File: config.mk
export PLATFORM = sky130hd
export DESIGN_NAME = base64_codec
export DESIGN_NICKNAME = d
export VERILOG_FILES = /design/src/rtl/core/b64c_pkg.sv /design/src/rtl/core/b64c_front.sv /design/src/rtl/core/b64c_queue.sv /design/src/rtl/core/b64c_back.sv /design/src/rtl/core/base64_codec.sv
export SDC_FILE = /design/constraint.sdc
export NUM_CORES = 1
export LEC_CHECK = 0
export BUFFER_PORTS_ARGS = -buffer_cell sky130_fd_sc_hd__buf_4
export CORE_UTILIZATION = 59
export CTS_BUF_LIST = sky130_fd_sc_hd__clkbuf_8
export DETAILED_ROUTE_END_ITERATION = 8
export PLACE_DENSITY = 0.79
export SLEW_MARGIN = 30
export SYNTH_ARGS = -nofsm -noshare
export SYNTH_HDL_FRONTEND = slang
export SYNTH_SLANG_ARGS = --single-unit
File: constraint.sdc
create_clock -name aclk -period 4.2 [get_ports aclk]
set_input_delay 0.42 -clock aclk [delete_from_list [all_inputs] [get_ports aclk]]
set_output_delay 0.42 -clock aclk [all_outputs]
set_load 0.02 [all_outputs]
File: src/rtl/core/b64c_pkg.sv
// Shared types, constants and character mapping functions for the base64 codec.
package b64c_pkg;

    localparam logic [7:0] PAD_CHAR = 8'h3D;
    localparam logic       DIR_ENCODE = 1'b0;
    localparam logic       DIR_DECODE = 1'b1;
    localparam int unsigned QUEUE_DEPTH_DEFAULT = 2;

    typedef struct packed {
        logic [7:0] data_in;
        logic       end_of_stream;
    } b64c_in_t;

    typedef struct packed {
        logic [7:0] data_out;
        logic       final_result;
        logic       bad_input;
    } b64c_out_t;

    // One request's worth of results, handed from the front to the back.
    typedef struct packed {
        logic [3:0][7:0] bytes;
        logic [1:0]      last_idx;
        logic            fin;
        logic            bad;
    } b64c_grp_t;

    function automatic logic [7:0] enc_char(input logic [5:0] v);
        logic [7:0] w;
        w = {2'b00, v};
        if (v < 6'd26) begin
            enc_char = w + 8'd65;
        end else if (v < 6'd52) begin
            enc_char = w + 8'd71;
        end else if (v < 6'd62) begin
            enc_char = w - 8'd4;
        end else if (v == 6'd62) begin
            enc_char = 8'd43;
        end else begin
            enc_char = 8'd47;
        end
    endfunction

    // Bit 6 set means the character is not in the alphabet.
    function automatic logic [6:0] six_of(input logic [7:0] ch);
        if (ch >= 8'd65 && ch <= 8'd90) begin
            six_of = 7'(ch - 8'd65);
        end else if (ch >= 8'd97 && ch <= 8'd122) begin
            six_of = 7'(ch - 8'd71);
        end else if (ch >= 8'd48 && ch <= 8'd57) begin
            six_of = 7'(ch + 8'd4);
        end else if (ch == 8'd43) begin
            six_of = 7'd62;
        end else if (ch == 8'd47) begin
            six_of = 7'd63;
        end else begin
            six_of = 7'd64;
        end
    endfunction

endpackage

File: src/rtl/core/b64c_front.sv
// Front end: accepts items, keeps group state, builds groups on group end, eos or error.
module b64c_front (
    input  logic               aclk,
    input  logic               aresetn,
    input  logic               cfg_valid,
    output logic               cfg_ready,
    input  logic               cfg_direction,
    input  logic               s_valid,
    output logic               s_ready,
    input  b64c_pkg::b64c_in_t s_data,
    input  logic               q_full,
    output logic               q_push,
    output b64c_pkg::b64c_grp_t q_data
);
    import b64c_pkg::*;

    logic        dir_reg, dir_next;
    logic [23:0] acc_reg, acc_next;
    logic [1:0]  pos_reg, pos_next;
    logic [1:0]  pad_reg, pad_next;
    logic        failed_reg, failed_next;

    logic        take;
    logic        emit;
    b64c_grp_t   grp;
    logic [23:0] enc_sh;
    logic [23:0] enc_v;
    logic [23:0] dec_sh;
    logic [6:0]  six;
    logic        is_pad;
    logic        err;
    logic [1:0]  pad_inc;

    assign cfg_ready = 1'b1;
    assign s_ready   = !q_full;
    assign take      = s_valid && s_ready;
    assign q_push    = take && emit;
    assign q_data    = grp;

    assign enc_sh  = {acc_reg[15:0], s_data.data_in};
    assign six     = six_of(s_data.data_in);
    assign is_pad  = (s_data.data_in == PAD_CHAR);
    assign dec_sh  = {acc_reg[17:0], (is_pad ? 6'd0 : six[5:0])};
    assign pad_inc = pad_reg + {1'b0, is_pad};

    always_comb begin
        dir_next    = dir_reg;
        acc_next    = acc_reg;
        pos_next    = pos_reg;
        pad_next    = pad_reg;
        failed_next = failed_reg;
        emit        = 1'b0;
        err         = 1'b0;
        enc_v       = enc_sh;
        grp.bytes   = '0;
        grp.last_idx = 2'd3;
        grp.fin     = s_data.end_of_stream;
        grp.bad     = 1'b0;

        if (dir_reg == DIR_ENCODE) begin
            if (pos_reg == 2'd2) begin
                emit     = 1'b1;
                acc_next = '0;
                pos_next = '0;
            end else if (s_data.end_of_stream) begin
                emit  = 1'b1;
                enc_v = (pos_reg == 2'd0) ? {enc_sh[7:0], 16'd0} : {enc_sh[15:0], 8'd0};
            end else begin
                acc_next = enc_sh;
                pos_next = pos_reg + 2'd1;
            end
            grp.bytes[0] = enc_char(enc_v[23:18]);
            grp.bytes[1] = enc_char(enc_v[17:12]);
            grp.bytes[2] = (pos_reg == 2'd0 && s_data.end_of_stream) ? PAD_CHAR
                                                                      : enc_char(enc_v[11:6]);
            grp.bytes[3] = (pos_reg == 2'd2) ? enc_char(enc_v[5:0]) : PAD_CHAR;
        end else if (!failed_reg) begin
            if (!is_pad && six[6]) begin
                err = 1'b1;
            end
            if (is_pad && pos_reg < 2'd2) begin
                err = 1'b1;
            end
            if (!is_pad && pad_reg != 2'd0) begin
                err = 1'b1;
            end
            grp.bytes[0] = dec_sh[23:16];
            grp.bytes[1] = dec_sh[15:8];
            grp.bytes[2] = dec_sh[7:0];
            grp.last_idx = (pad_inc >= 2'd2) ? 2'd0 : ((pad_inc == 2'd1) ? 2'd1 : 2'd2);
            if (!err) begin
                pad_next = pad_inc;
                if (pos_reg == 2'd3) begin
                    emit     = 1'b1;
                    acc_next = '0;
                    pos_next = '0;
                end else if (s_data.end_of_stream) begin
                    err = 1'b1;
                end else begin
                    acc_next = dec_sh;
                    pos_next = pos_reg + 2'd1;
                end
            end
            if (err) begin
                // A single error result, then silence until the stream ends.
                emit         = 1'b1;
                grp.bytes    = '0;
                grp.last_idx = 2'd0;
                grp.bad      = 1'b1;
                acc_next     = '0;
                pos_next     = '0;
                pad_next     = '0;
                failed_next  = 1'b1;
            end
        end

        if (!take) begin
            acc_next    = acc_reg;
            pos_next    = pos_reg;
            pad_next    = pad_reg;
            failed_next = failed_reg;
        end else if (s_data.end_of_stream) begin
            acc_next    = '0;
            pos_next    = '0;
            pad_next    = '0;
            failed_next = 1'b0;
        end

        if (cfg_valid) begin
            dir_next    = cfg_direction;
            acc_next    = '0;
            pos_next    = '0;
            pad_next    = '0;
            failed_next = 1'b0;
        end
    end

    always_ff @(posedge aclk) begin
        if (!aresetn) begin
            dir_reg    <= DIR_ENCODE;
            acc_reg    <= '0;
            pos_reg    <= '0;
            pad_reg    <= '0;
            failed_reg <= 1'b0;
        end else begin
            dir_reg    <= dir_next;
            acc_reg    <= acc_next;
            pos_reg    <= pos_next;
            pad_reg    <= pad_next;
            failed_reg <= failed_next;
        end
    end

endmodule

File: src/rtl/core/b64c_queue.sv
// Small FIFO of result groups between the front and the back.
module b64c_queue #(
    parameter int unsigned DEPTH = b64c_pkg::QUEUE_DEPTH_DEFAULT
) (
    input  logic                aclk,
    input  logic                aresetn,
    input  logic                push,
    input  b64c_pkg::b64c_grp_t push_data,
    output logic                full,
    input  logic                pop,
    output logic                not_empty,
    output b64c_pkg::b64c_grp_t pop_data
);
    import b64c_pkg::*;

    localparam int unsigned PW = (DEPTH > 1) ? $clog2(DEPTH) : 1;
    localparam int unsigned CW = $clog2(DEPTH + 1);

    b64c_grp_t       mem_reg [DEPTH];
    logic [PW-1:0]   wptr_reg, wptr_next;
    logic [PW-1:0]   rptr_reg, rptr_next;
    logic [CW-1:0]   cnt_reg, cnt_next;
    logic            do_push;
    logic            do_pop;

    assign full      = (cnt_reg == CW'(DEPTH));
    assign not_empty = (cnt_reg != '0);
    assign do_push   = push && !full;
    assign do_pop    = pop && not_empty;
    assign pop_data  = mem_reg[rptr_reg];

    always_comb begin
        wptr_next = wptr_reg;
        rptr_next = rptr_reg;
        cnt_next  = cnt_reg;
        if (do_push) begin
            wptr_next = (wptr_reg == PW'(DEPTH - 1)) ? '0 : wptr_reg + PW'(1);
        end
        if (do_pop) begin
            rptr_next = (rptr_reg == PW'(DEPTH - 1)) ? '0 : rptr_reg + PW'(1);
        end
        if (do_push && !do_pop) begin
            cnt_next = cnt_reg + CW'(1);
        end else if (do_pop && !do_push) begin
            cnt_next = cnt_reg - CW'(1);
        end
    end

    always_ff @(posedge aclk) begin
        if (!aresetn) begin
            wptr_reg <= '0;
            rptr_reg <= '0;
            cnt_reg  <= '0;
        end else begin
            wptr_reg <= wptr_next;
            rptr_reg <= rptr_next;
            cnt_reg  <= cnt_next;
        end
    end

    always_ff @(posedge aclk) begin
        if (do_push) begin
            mem_reg[wptr_reg] <= push_data;
        end
    end

endmodule

File: src/rtl/core/b64c_back.sv
// Back end: holds one result group and sends its results one per request.
module b64c_back (
    input  logic                 aclk,
    input  logic                 aresetn,
    input  logic                 q_not_empty,
    input  b64c_pkg::b64c_grp_t  q_data,
    output logic                 q_pop,
    output logic                 m_valid,
    input  logic                 m_ready,
    output b64c_pkg::b64c_out_t  m_data
);
    import b64c_pkg::*;

    b64c_grp_t  cur_reg, cur_next;
    logic       valid_reg, valid_next;
    logic [1:0] idx_reg, idx_next;
    logic       at_last;
    logic       done;
    logic       load;

    assign at_last = (idx_reg == cur_reg.last_idx);
    assign done    = valid_reg && m_ready && at_last;
    assign load    = !valid_reg || done;
    assign q_pop   = load && q_not_empty;

    assign m_valid             = valid_reg;
    assign m_data.data_out     = cur_reg.bytes[idx_reg];
    assign m_data.final_result = cur_reg.fin && at_last;
    assign m_data.bad_input    = cur_reg.bad;

    always_comb begin
        cur_next   = cur_reg;
        valid_next = valid_reg;
        idx_next   = idx_reg;
        if (load) begin
            cur_next   = q_data;
            valid_next = q_not_empty;
            idx_next   = '0;
        end else if (m_ready) begin
            idx_next = idx_reg + 2'd1;
        end
    end

    always_ff @(posedge aclk) begin
        if (!aresetn) begin
            valid_reg <= 1'b0;
            idx_reg   <= '0;
        end else begin
            valid_reg <= valid_next;
            idx_reg   <= idx_next;
        end
    end

    always_ff @(posedge aclk) begin
        cur_reg <= cur_next;
    end

endmodule

File: src/rtl/core/base64_codec.sv
// Top level of the streaming base64 codec: front end, group queue and result serializer.
// The first result of a group passes through the group queue and the serializer register
// on its way to the result port, and waits while earlier results are not yet taken.
// Throughput while the queue has room and m_ready is high: one input item and one result
// per cycle; encoding is port-bound at four results per three bytes, decoding is not.
// Reset (aresetn low, synchronous) selects encode, clears stream state, empties the queue.
module base64_codec #(
    parameter int unsigned QUEUE_DEPTH = b64c_pkg::QUEUE_DEPTH_DEFAULT
) (
    input  logic                aclk,
    input  logic                aresetn,
    input  logic                cfg_valid,
    output logic                cfg_ready,
    input  logic                cfg_direction,
    input  logic                s_valid,
    output logic                s_ready,
    input  b64c_pkg::b64c_in_t  s_data,
    output logic                m_valid,
    input  logic                m_ready,
    output b64c_pkg::b64c_out_t m_data
);
    import b64c_pkg::*;

    // The queue is emptied by reset as well; no memory needs clearing.
    logic      q_full;
    logic      q_push;
    logic      q_pop;
    logic      q_not_empty;
    b64c_grp_t q_in;
    b64c_grp_t q_out;

    b64c_front u_front (
        .aclk          (aclk),
        .aresetn       (aresetn),
        .cfg_valid     (cfg_valid),
        .cfg_ready     (cfg_ready),
        .cfg_direction (cfg_direction),
        .s_valid       (s_valid),
        .s_ready       (s_ready),
        .s_data        (s_data),
        .q_full        (q_full),
        .q_push        (q_push),
        .q_data        (q_in)
    );

    b64c_queue #(
        .DEPTH (QUEUE_DEPTH)
    ) u_queue (
        .aclk      (aclk),
        .aresetn   (aresetn),
        .push      (q_push),
        .push_data (q_in),
        .full      (q_full),
        .pop       (q_pop),
        .not_empty (q_not_empty),
        .pop_data  (q_out)
    );

    b64c_back u_back (
        .aclk        (aclk),
        .aresetn     (aresetn),
        .q_not_empty (q_not_empty),
        .q_data      (q_out),
        .q_pop       (q_pop),
        .m_valid     (m_valid),
        .m_ready     (m_ready),
        .m_data      (m_data)
    );

endmodule

==> impl_metrics.xml, run 1 <==
<?xml version="1.0" encoding="UTF-8"?>
<metrics>
  <group name="drt">
    <metric name="drt-wirelength-per-cell" unit="um">20.7</metric>
    <metric name="vias_per_cell" unit="">6.49</metric>
    <metric name="detail_route.iter0.violations" unit="">747</metric>
    <metric name="number_of_vias_in_the_routed_layout" unit="">6318</metric>
    <metric name="drt_wl_total" unit="um">20100</metric>
    <metric name="ant_nets" unit="">0</metric>
    <metric name="drc_errors" unit="">0</metric>
    <metric name="firstDrtPassIters" unit="">6</metric>
  </group>
  <group name="floorplanning">
    <metric name="floorplan.io_pins" unit="">28</metric>
    <metric name="initial_util" unit="">0.612</metric>
    <metric name="die_w" unit="um">120</metric>
    <metric name="height_of_the_chip" unit="um">120</metric>
    <metric name="floorplan.core_area" unit="mm2">0.0134</metric>
    <metric name="design.die.area" unit="mm2">0.0144</metric>
    <metric name="core.rowCount" unit="">42</metric>
  </group>
  <group name="clock_network">
    <metric name="clk_root_buffer_cell" unit="">clkbuf_8</metric>
    <metric name="clk_latency" unit="ns">0.45</metric>
    <metric name="cts_made_buffers" unit="">17</metric>
    <metric name="htree_num_levels" unit="">4</metric>
    <metric name="cts.hold.buffers_added" unit="">0</metric>
    <metric name="cts-root-to-sink-buffers" unit="">2</metric>
    <metric name="tritoncts" unit="">done</metric>
    <metric name="worst_setup_hold_path_clk_slew" unit="ns">0.09</metric>
    <metric name="post_cts_resized" unit="">0</metric>
    <metric name="cts.sinks" unit="">139</metric>
    <metric name="post_cts_setup_inserts" unit="">0</metric>
  </group>
  <group name="setup_path">
    <metric name="critical_path_arrival" unit="ns">4.10</metric>
    <metric name="critical_path.startpoint_type" unit="">flip-flop</metric>
    <metric name="crit_path_end_kind" unit="">flip-flop</metric>
    <metric name="worst-path-max-fanout" unit="">15</metric>
    <metric name="rrSetupSlack" unit="ns">0.30</metric>
    <metric name="worstSetupPathType" unit="">reg -&gt; reg</metric>
    <metric name="critPathRequiredTime" unit="ns">4.40</metric>
  </group>
  <group name="logic_synthesis">
    <metric name="cell_types_occupying_the_most_area_after_synthesis" unit="">edfxtp_1, dfxtp_1, mux2_2</metric>
    <metric name="post_synth_mux_area_share" unit="">0.108</metric>
    <metric name="synthesis.yosys.warnings" unit="">0</metric>
    <metric name="yosys.area_share.simple" unit="">0.151</metric>
    <metric name="main_combinational_cell_family_by_area_after_synthesis" unit="">simple AND/OR/NAND/NOR gates</metric>
    <metric name="mapped_cell_area" unit="mm2">0.00821</metric>
    <metric name="postSynthNetCount" unit="">820</metric>
    <metric name="synth-compound-area-share" unit="">0.148</metric>
    <metric name="synthAdderAreaFrac" unit="">0.0595</metric>
    <metric name="post_synth_edffs" unit="">108</metric>
    <metric name="postSynthRegisterBits" unit="">139</metric>
    <metric name="synthesis.instances" unit="">766</metric>
    <metric name="yosys_most_used_dff" unit="">edfxtp_1</metric>
    <metric name="average_size_of_a_mapped_cell" unit="um2">10.7</metric>
    <metric name="yosys.area_share.xor_xnor" unit="">0.0224</metric>
    <metric name="asyncSetResetFlopFracSynth" unit="">0</metric>
    <metric name="synth-seq-area-share" unit="">0.471</metric>
    <metric name="synth_largest_type_area_fraction" unit="">0.395</metric>
    <metric name="yosys.cell_types.count" unit="">80</metric>
    <metric name="yosysTopAreaCell" unit="">edfxtp_1</metric>
  </group>
  <group name="finish">
    <metric name="n_antenna_cell" unit="">0</metric>
    <metric name="layout-drive-gt1-share" unit="">0.181</metric>
    <metric name="areaGrowthSynthToFinish" unit="%">8.75</metric>
    <metric name="largest_register_ff_count" unit="">72</metric>
    <metric name="finalCoreUtilization" unit="">0.666</metric>
    <metric name="design.final.nets" unit="">838</metric>
    <metric name="final_cells" unit="">973</metric>
  </group>
  <group name="placement">
    <metric name="place.detailed.instances" unit="">941</metric>
    <metric name="io_buffer_count" unit="">26</metric>
    <metric name="routabilityCongestion" unit="">0.939</metric>
    <metric name="hpwl_after_dpl" unit="um">14400</metric>
  </group>
  <group name="global_routing">
    <metric name="maximum_number_of_pins_on_one_net_before_global_route_repair" unit="">39</metric>
    <metric name="global_route_wire_length_before_repair" unit="um">31800</metric>
    <metric name="first_global_vias" unit="">5921</metric>
    <metric name="grt_usage" unit="">0.291</metric>
    <metric name="antenna_found_initial" unit="">0</metric>
    <metric name="globalRouteOverflowTotal" unit="">0</metric>
  </group>
  <group name="run">
    <metric name="maxCapViolations" unit="">0</metric>
  </group>
  <group name="sta">
    <metric name="final_hold_viol_count" unit="">0</metric>
    <metric name="timing_max_transition_violations_final" unit="">0</metric>
    <metric name="setup_tns" unit="ns">0</metric>
    <metric name="period_minus_slack" unit="ns">3.90</metric>
    <metric name="grt_setup_unrepaired" unit="">no</metric>
    <metric name="fin_crit_sh" unit="">0.928</metric>
    <metric name="final_skew" unit="ns">0.0125</metric>
    <metric name="timing.fmax" unit="MHz">257</metric>
    <metric name="max-slew-margin-rel" unit="">0.397</metric>
    <metric name="tightestPinTransition" unit="ns">0.898</metric>
    <metric name="setup_viol_count_final" unit="">0</metric>
  </group>
  <group name="power">
    <metric name="vdd_ir_drop_max" unit="V">0.000260</metric>
    <metric name="cellLeakagePower" unit="nW">3.21</metric>
    <metric name="power_density" unit="mW/mm2">451</metric>
  </group>
  <group name="outcome">
    <metric name="status" unit="">complete, no violations</metric>
  </group>
  <group name="min_path">
    <metric name="hp-class" unit="">in -&gt; reg</metric>
  </group>
</metrics>
-- power by group --
group | total [mW] | switching [mW] | internal (mW)
clock network | 1.04 | 0.546 | 0.489
logic | 1.05 | 0.606 | 0.444
registers | 1.94 | 0.122 | 1.81
-- per-layer routing --
| layer | global-route usage | vias up | share of wire |
|---|---|---|---|
| li1 | - | 2897 | - |
| met1 | 0.395 | 3062 | 0.42 |
| met2 | 0.481 | 330 | 0.48 |
| met3 | 0.0556 | 29 | 0.081 |
| met4 | 0.0688 | 0 | 0.013 |
| met5 | 0 | - | 0 |
-- critical path: stages, from the launching register on --
cell and delay [ns]:
dfxtp_1 0.41, inv_1 0.12, ha_1 0.23, buf_4 0.20, nand2b_1 0.44, o21ai_1 0.45
inv_1 0.14, ha_1 0.28, nor3_2 0.64, nand3_1 0.19, o211a_1 0.16, o21ai_0 0.37
-- logic make-up (layout without fill, tap and decap cells) --
group | Yosys count | in the layout
fa+ha+maj | 39 | 39
flops | 139 | 139
mux | 73 | 73
buf+inv | 74 | 105
xor+xnor | 21 | 21
compound gates | 173 | 173
other cells | 1 | 1
simple gates | 246 | 246
-- through the flow --
step / hold WS [ns] / setup slack [ns] / cell area [um2] / total power [mW]
3_5_place_dp: 0.493 / 0.458 / 8540 / 3.01
4_1_cts: 0.226 / 0.433 / 8920 / 4.04
3_3_place_gp: 0.469 / 0.538 / 8540 / 2.96
5_1_grt: 0.240 / 0.104 / 8920 / 4.18
6_report: 0.248 / 0.304 / 8920 / 4.02
2_1_floorplan: 0.446 / 0.506 / 8210 / 2.65
-- synth_stat cells, types with 3 or more instances --
cell type and n:
a211o_1 5, a211oi_1 10, a21boi_0 5, a21o_1 5, a21oi_1 36, a221oi_1 6
a22o_1 3, a22oi_1 3, a311oi_1 3, a31oi_1 27, and2_1 9, buf_1 3
buf_2 10, buf_4 3, buf_6 3, clkbuf_1 23, dfxtp_1 31, edfxtp_1 108
ha_1 39, inv_1 30, mux2_2 47, mux2i_1 18, mux4_2 8, nand2_1 96
nand2b_1 11, nand3_1 28, nand4_1 10, nor2_1 37, nor2b_1 13, nor3_1 10
nor3b_1 3, nor4_1 3, nor4bb_1 4, o21a_1 3, o21ai_0 28, o21ai_1 5
o21bai_1 3, o31ai_1 5, or3_1 7, xnor2_1 15, xor2_1 6
-- layout by cell type, fill, tap and decap left out, types with 11 or more instances in the layout --
master	n
edfxtp_1	108
nand2_1	96
mux2_2	47
buf_4	41
ha_1	39
nor2_1	37
a21oi_1	36
dfxtp_1	31
inv_1	30
o21ai_0	28
nand3_1	28
a31oi_1	27
mux2i_1	18
clkbuf_8	17
xnor2_1	15
nor2b_1	12
nand2b_1	11
-- worst paths after layout --
check / to / from / cells after the start
worst max-delay path: u_queue.mem_reg[1][6]$_DFFE_PP_ / u_front.pos_reg[0]$_SDFFE_PP0P_ / 11
worst min-delay path: u_front.dir_reg$_SDFFE_PN0P_ / cfg_direction / 3
worst max register to register: u_queue.mem_reg[1][6]$_DFFE_PP_ / u_front.pos_reg[0]$_SDFFE_PP0P_ / 11
worst min register to register: u_front.acc_reg[16]$_SDFFE_PP0P_ / u_front.acc_reg[16]$_SDFFE_PP0P_ / 2
-- final cells by class --
| cell class | instances | area, um2 |
|---|---|---|
| fillers | 1006 | 4480 |
| repair buffers | 41 | 308 |
| inverters | 32 | 120 |
| clock buffers | 17 | 234 |
| flip-flops and latches | 139 | 3860 |
| multi-input cells | 553 | 4030 |
| clock inverters | 15 | 153 |
| well taps | 176 | 220 |
(Power assumes the default switching activity.)
==> run 2, diff against run 1 <==
BUFFER_PORTS_ARGS = -buffer_cell sky130_fd_sc_hd__buf_2   (was -buffer_cell sky130_fd_sc_hd__buf_4)
CTS_CLUSTER_DIAMETER = 200   (was unset)
SLEW_MARGIN = unset   (was 30)
==> run 2 against run 1 <==
Compared with the run above:
- combinational power barely moved
- clock power barely moved
- core utilization fell by 0.25 points
- routed wire length fell by 0.24%
- sequential power barely moved
- critical path type unchanged
==> impl_metrics.xml, run 2 (synthesis results as in run 1) <==
<?xml version="1.0" encoding="UTF-8"?>
<metrics>
  <group name="outcome">
    <metric name="status" unit="">complete, no violations</metric>
  </group>
  <group name="floorplanning">
    <metric name="initial_util" unit="">0.612</metric>
    <metric name="floorplan.core_area" unit="mm2">0.0134</metric>
    <metric name="height_of_the_chip" unit="um">120</metric>
    <metric name="die_w" unit="um">120</metric>
    <metric name="floorplan.io_pins" unit="">28</metric>
    <metric name="design.die.area" unit="mm2">0.0144</metric>
    <metric name="core.rowCount" unit="">42</metric>
  </group>
  <group name="clock_network">
    <metric name="cts.hold.buffers_added" unit="">0</metric>
    <metric name="cts_made_buffers" unit="">17</metric>
    <metric name="post_cts_setup_inserts" unit="">0</metric>
    <metric name="tritoncts" unit="">done</metric>
    <metric name="clk_latency" unit="ns">0.43</metric>
    <metric name="htree_num_levels" unit="">4</metric>
    <metric name="worst_setup_hold_path_clk_slew" unit="ns">0.08</metric>
    <metric name="post_cts_resized" unit="">0</metric>
    <metric name="clk_root_buffer_cell" unit="">clkbuf_8</metric>
    <metric name="cts-root-to-sink-buffers" unit="">2</metric>
    <metric name="cts.sinks" unit="">139</metric>
  </group>
  <group name="power">
    <metric name="cellLeakagePower" unit="nW">3.21</metric>
    <metric name="vdd_ir_drop_max" unit="V">0.000274</metric>
    <metric name="power_density" unit="mW/mm2">451</metric>
  </group>
  <group name="drt">
    <metric name="drt_wl_total" unit="um">20100</metric>
    <metric name="number_of_vias_in_the_routed_layout" unit="">6199</metric>
    <metric name="drt-wirelength-per-cell" unit="um">20.6</metric>
    <metric name="detail_route.iter0.violations" unit="">698</metric>
    <metric name="drc_errors" unit="">0</metric>
    <metric name="ant_nets" unit="">0</metric>
    <metric name="vias_per_cell" unit="">6.35</metric>
    <metric name="firstDrtPassIters" unit="">6</metric>
  </group>
  <group name="setup_path">
    <metric name="critical_path.max_stage_delay" unit="ns">0.57</metric>
    <metric name="timing.critical_path.slowest_stage_cell" unit="">o311ai_1</metric>
    <metric name="crit_path_end_kind" unit="">flip-flop</metric>
    <metric name="cpLargestDelayFamily" unit="">compound AO/OA/AOI/OAI gates</metric>
    <metric name="critical_path_arrival" unit="ns">3.75</metric>
    <metric name="cp_cell_sequence" unit="">inv_1 -&gt; ha_1 -&gt; nand2b_1 -&gt; nand2_1 -&gt; o21a_1 -&gt; inv_1 -&gt; ha_1 -&gt; and2_1 -&gt; a221oi_1 -&gt; o21ai_2 -&gt; nor2b_1 -&gt; a31oi_1 -&gt; o311ai_1</metric>
    <metric name="worst-path-max-fanout" unit="">13</metric>
    <metric name="worstSetupPathType" unit="">reg -&gt; reg</metric>
    <metric name="critical_path.startpoint_type" unit="">flip-flop</metric>
    <metric name="critPathRequiredTime" unit="ns">4.33</metric>
    <metric name="cp_num_buf_inv" unit="">2</metric>
  </group>
  <group name="placement">
    <metric name="postPlaceCellArea" unit="mm2">0.00850</metric>
    <metric name="io_buffer_count" unit="">26</metric>
    <metric name="routabilityCongestion" unit="">0.910</metric>
    <metric name="hpwl_after_dpl" unit="um">14300</metric>
  </group>
  <group name="finish">
    <metric name="layout_common_cells" unit="">edfxtp_1, nand2_1, mux2_2</metric>
    <metric name="design.final.nets" unit="">841</metric>
    <metric name="final_area" unit="mm2">0.00889</metric>
    <metric name="n_antenna_cell" unit="">0</metric>
    <metric name="areaGrowthSynthToFinish" unit="%">8.34</metric>
    <metric name="layout_commonest_cell" unit="">edfxtp_1</metric>
    <metric name="layout-drive-gt1-share" unit="">0.183</metric>
    <metric name="layout.filler_cells" unit="">1024</metric>
    <metric name="largest_register_ff_count" unit="">72</metric>
  </group>
  <group name="sta">
    <metric name="setup_tns" unit="ns">0</metric>
    <metric name="timing_max_transition_violations_final" unit="">0</metric>
    <metric name="tightestPinTransition" unit="ns">0.881</metric>
    <metric name="fin_crit_sh" unit="">0.862</metric>
    <metric name="max-slew-margin-rel" unit="">0.412</metric>
    <metric name="timing.fmax" unit="MHz">276</metric>
    <metric name="final_skew" unit="ns">0.0178</metric>
    <metric name="grt_setup_unrepaired" unit="">no</metric>
    <metric name="final_hold_viol_count" unit="">0</metric>
    <metric name="setup_viol_count_final" unit="">0</metric>
    <metric name="period_minus_slack" unit="ns">3.62</metric>
  </group>
  <group name="global_routing">
    <metric name="maximum_number_of_pins_on_one_net_before_global_route_repair" unit="">45</metric>
    <metric name="globalRouteOverflowTotal" unit="">0</metric>
    <metric name="first_global_vias" unit="">5824</metric>
    <metric name="grt_usage" unit="">0.291</metric>
    <metric name="global_route_wire_length_before_repair" unit="um">31700</metric>
    <metric name="antenna_found_initial" unit="">0</metric>
  </group>
  <group name="min_path">
    <metric name="hp-class" unit="">in -&gt; reg</metric>
  </group>
  <group name="run">
    <metric name="maxCapViolations" unit="">0</metric>
  </group>
</metrics>
run 2: changes by cell type in the layout (fill, tap and decap cells not counted):
| cell | change |
|---|---|
| inv_6 | -7 |
| clkbuf_8 | +1 |
| clkinvlp_4 | +2 |
| clkinv_4 | +1 |
| buf_4 | -23 |
| bufinv_16 | +1 |
| buf_2 | +26 |
| inv_1 | +1 |
| inv_8 | -1 |
| clkinv_2 | +2 |
run 2: cell type report:
type / count / area [um2] / area share
clock buffer: 18 / 248 / 0.0279
inverter: 32 / 120 / 0.0135
timing repair buffer: 44 / 265 / 0.0298
multi-input combinational: 553 / 4030 / 0.453
tap: 176 / 220 / 0.0248
clock inverter: 14 / 148 / 0.0166
sequential: 139 / 3860 / 0.435
run 2: tightest hold or removal path: stages:
cell and delay [ns]:
buf_2 0.08, mux2i_1 0.06, nor2b_1 0.09
run 2: final timing paths:
path	startpoint	endpoint	slack [ns]	cells after the start
hold reg to reg	u_front.acc_reg[17]$_SDFFE_PP0P_	u_front.acc_reg[17]$_SDFFE_PP0P_	0.48	2
setup / recovery	u_front.pos_reg[0]$_SDFFE_PP0P_	u_queue.mem_reg[0][15]$_DFFE_PP_	0.58	13
setup reg to reg	u_front.pos_reg[0]$_SDFFE_PP0P_	u_queue.mem_reg[0][15]$_DFFE_PP_	0.58	13
hold / removal	cfg_direction	u_front.dir_reg$_SDFFE_PN0P_	0.25	3
run 2: layer usage:
layer | routed length, um | share of wire | global-route usage
met5 | 0 | 0 | 0
met2 | 9730 | 0.48 | 0.481
met3 | 1180 | 0.059 | 0.0437
met1 | 8760 | 0.44 | 0.396
met4 | 405 | 0.020 | 0.0836
run 2: where the power goes:
group          internal (mW)  leakage [nW]  switching (mW)
Combinational          0.409          1.74           0.608
Clock                  0.544         0.193           0.502
Sequential              1.82          1.27           0.129
run 2: stage by stage:
stage / util / worst slack [ns] / cells / hold WS [ns] / total power [mW]
6_report: 0.663 / 0.579 / 976 / 0.248 / 4.01
5_1_grt: 0.663 / 0.325 / 976 / 0.257 / 4.17
4_1_cts: 0.663 / 0.656 / 976 / 0.230 / 4.03
3_5_place_dp: 0.634 / 0.703 / 944 / 0.471 / 2.97
3_3_place_gp: 0.634 / 0.816 / 944 / 0.466 / 2.92
2_1_floorplan: - / 0.506 / 766 / 0.446 / 2.65
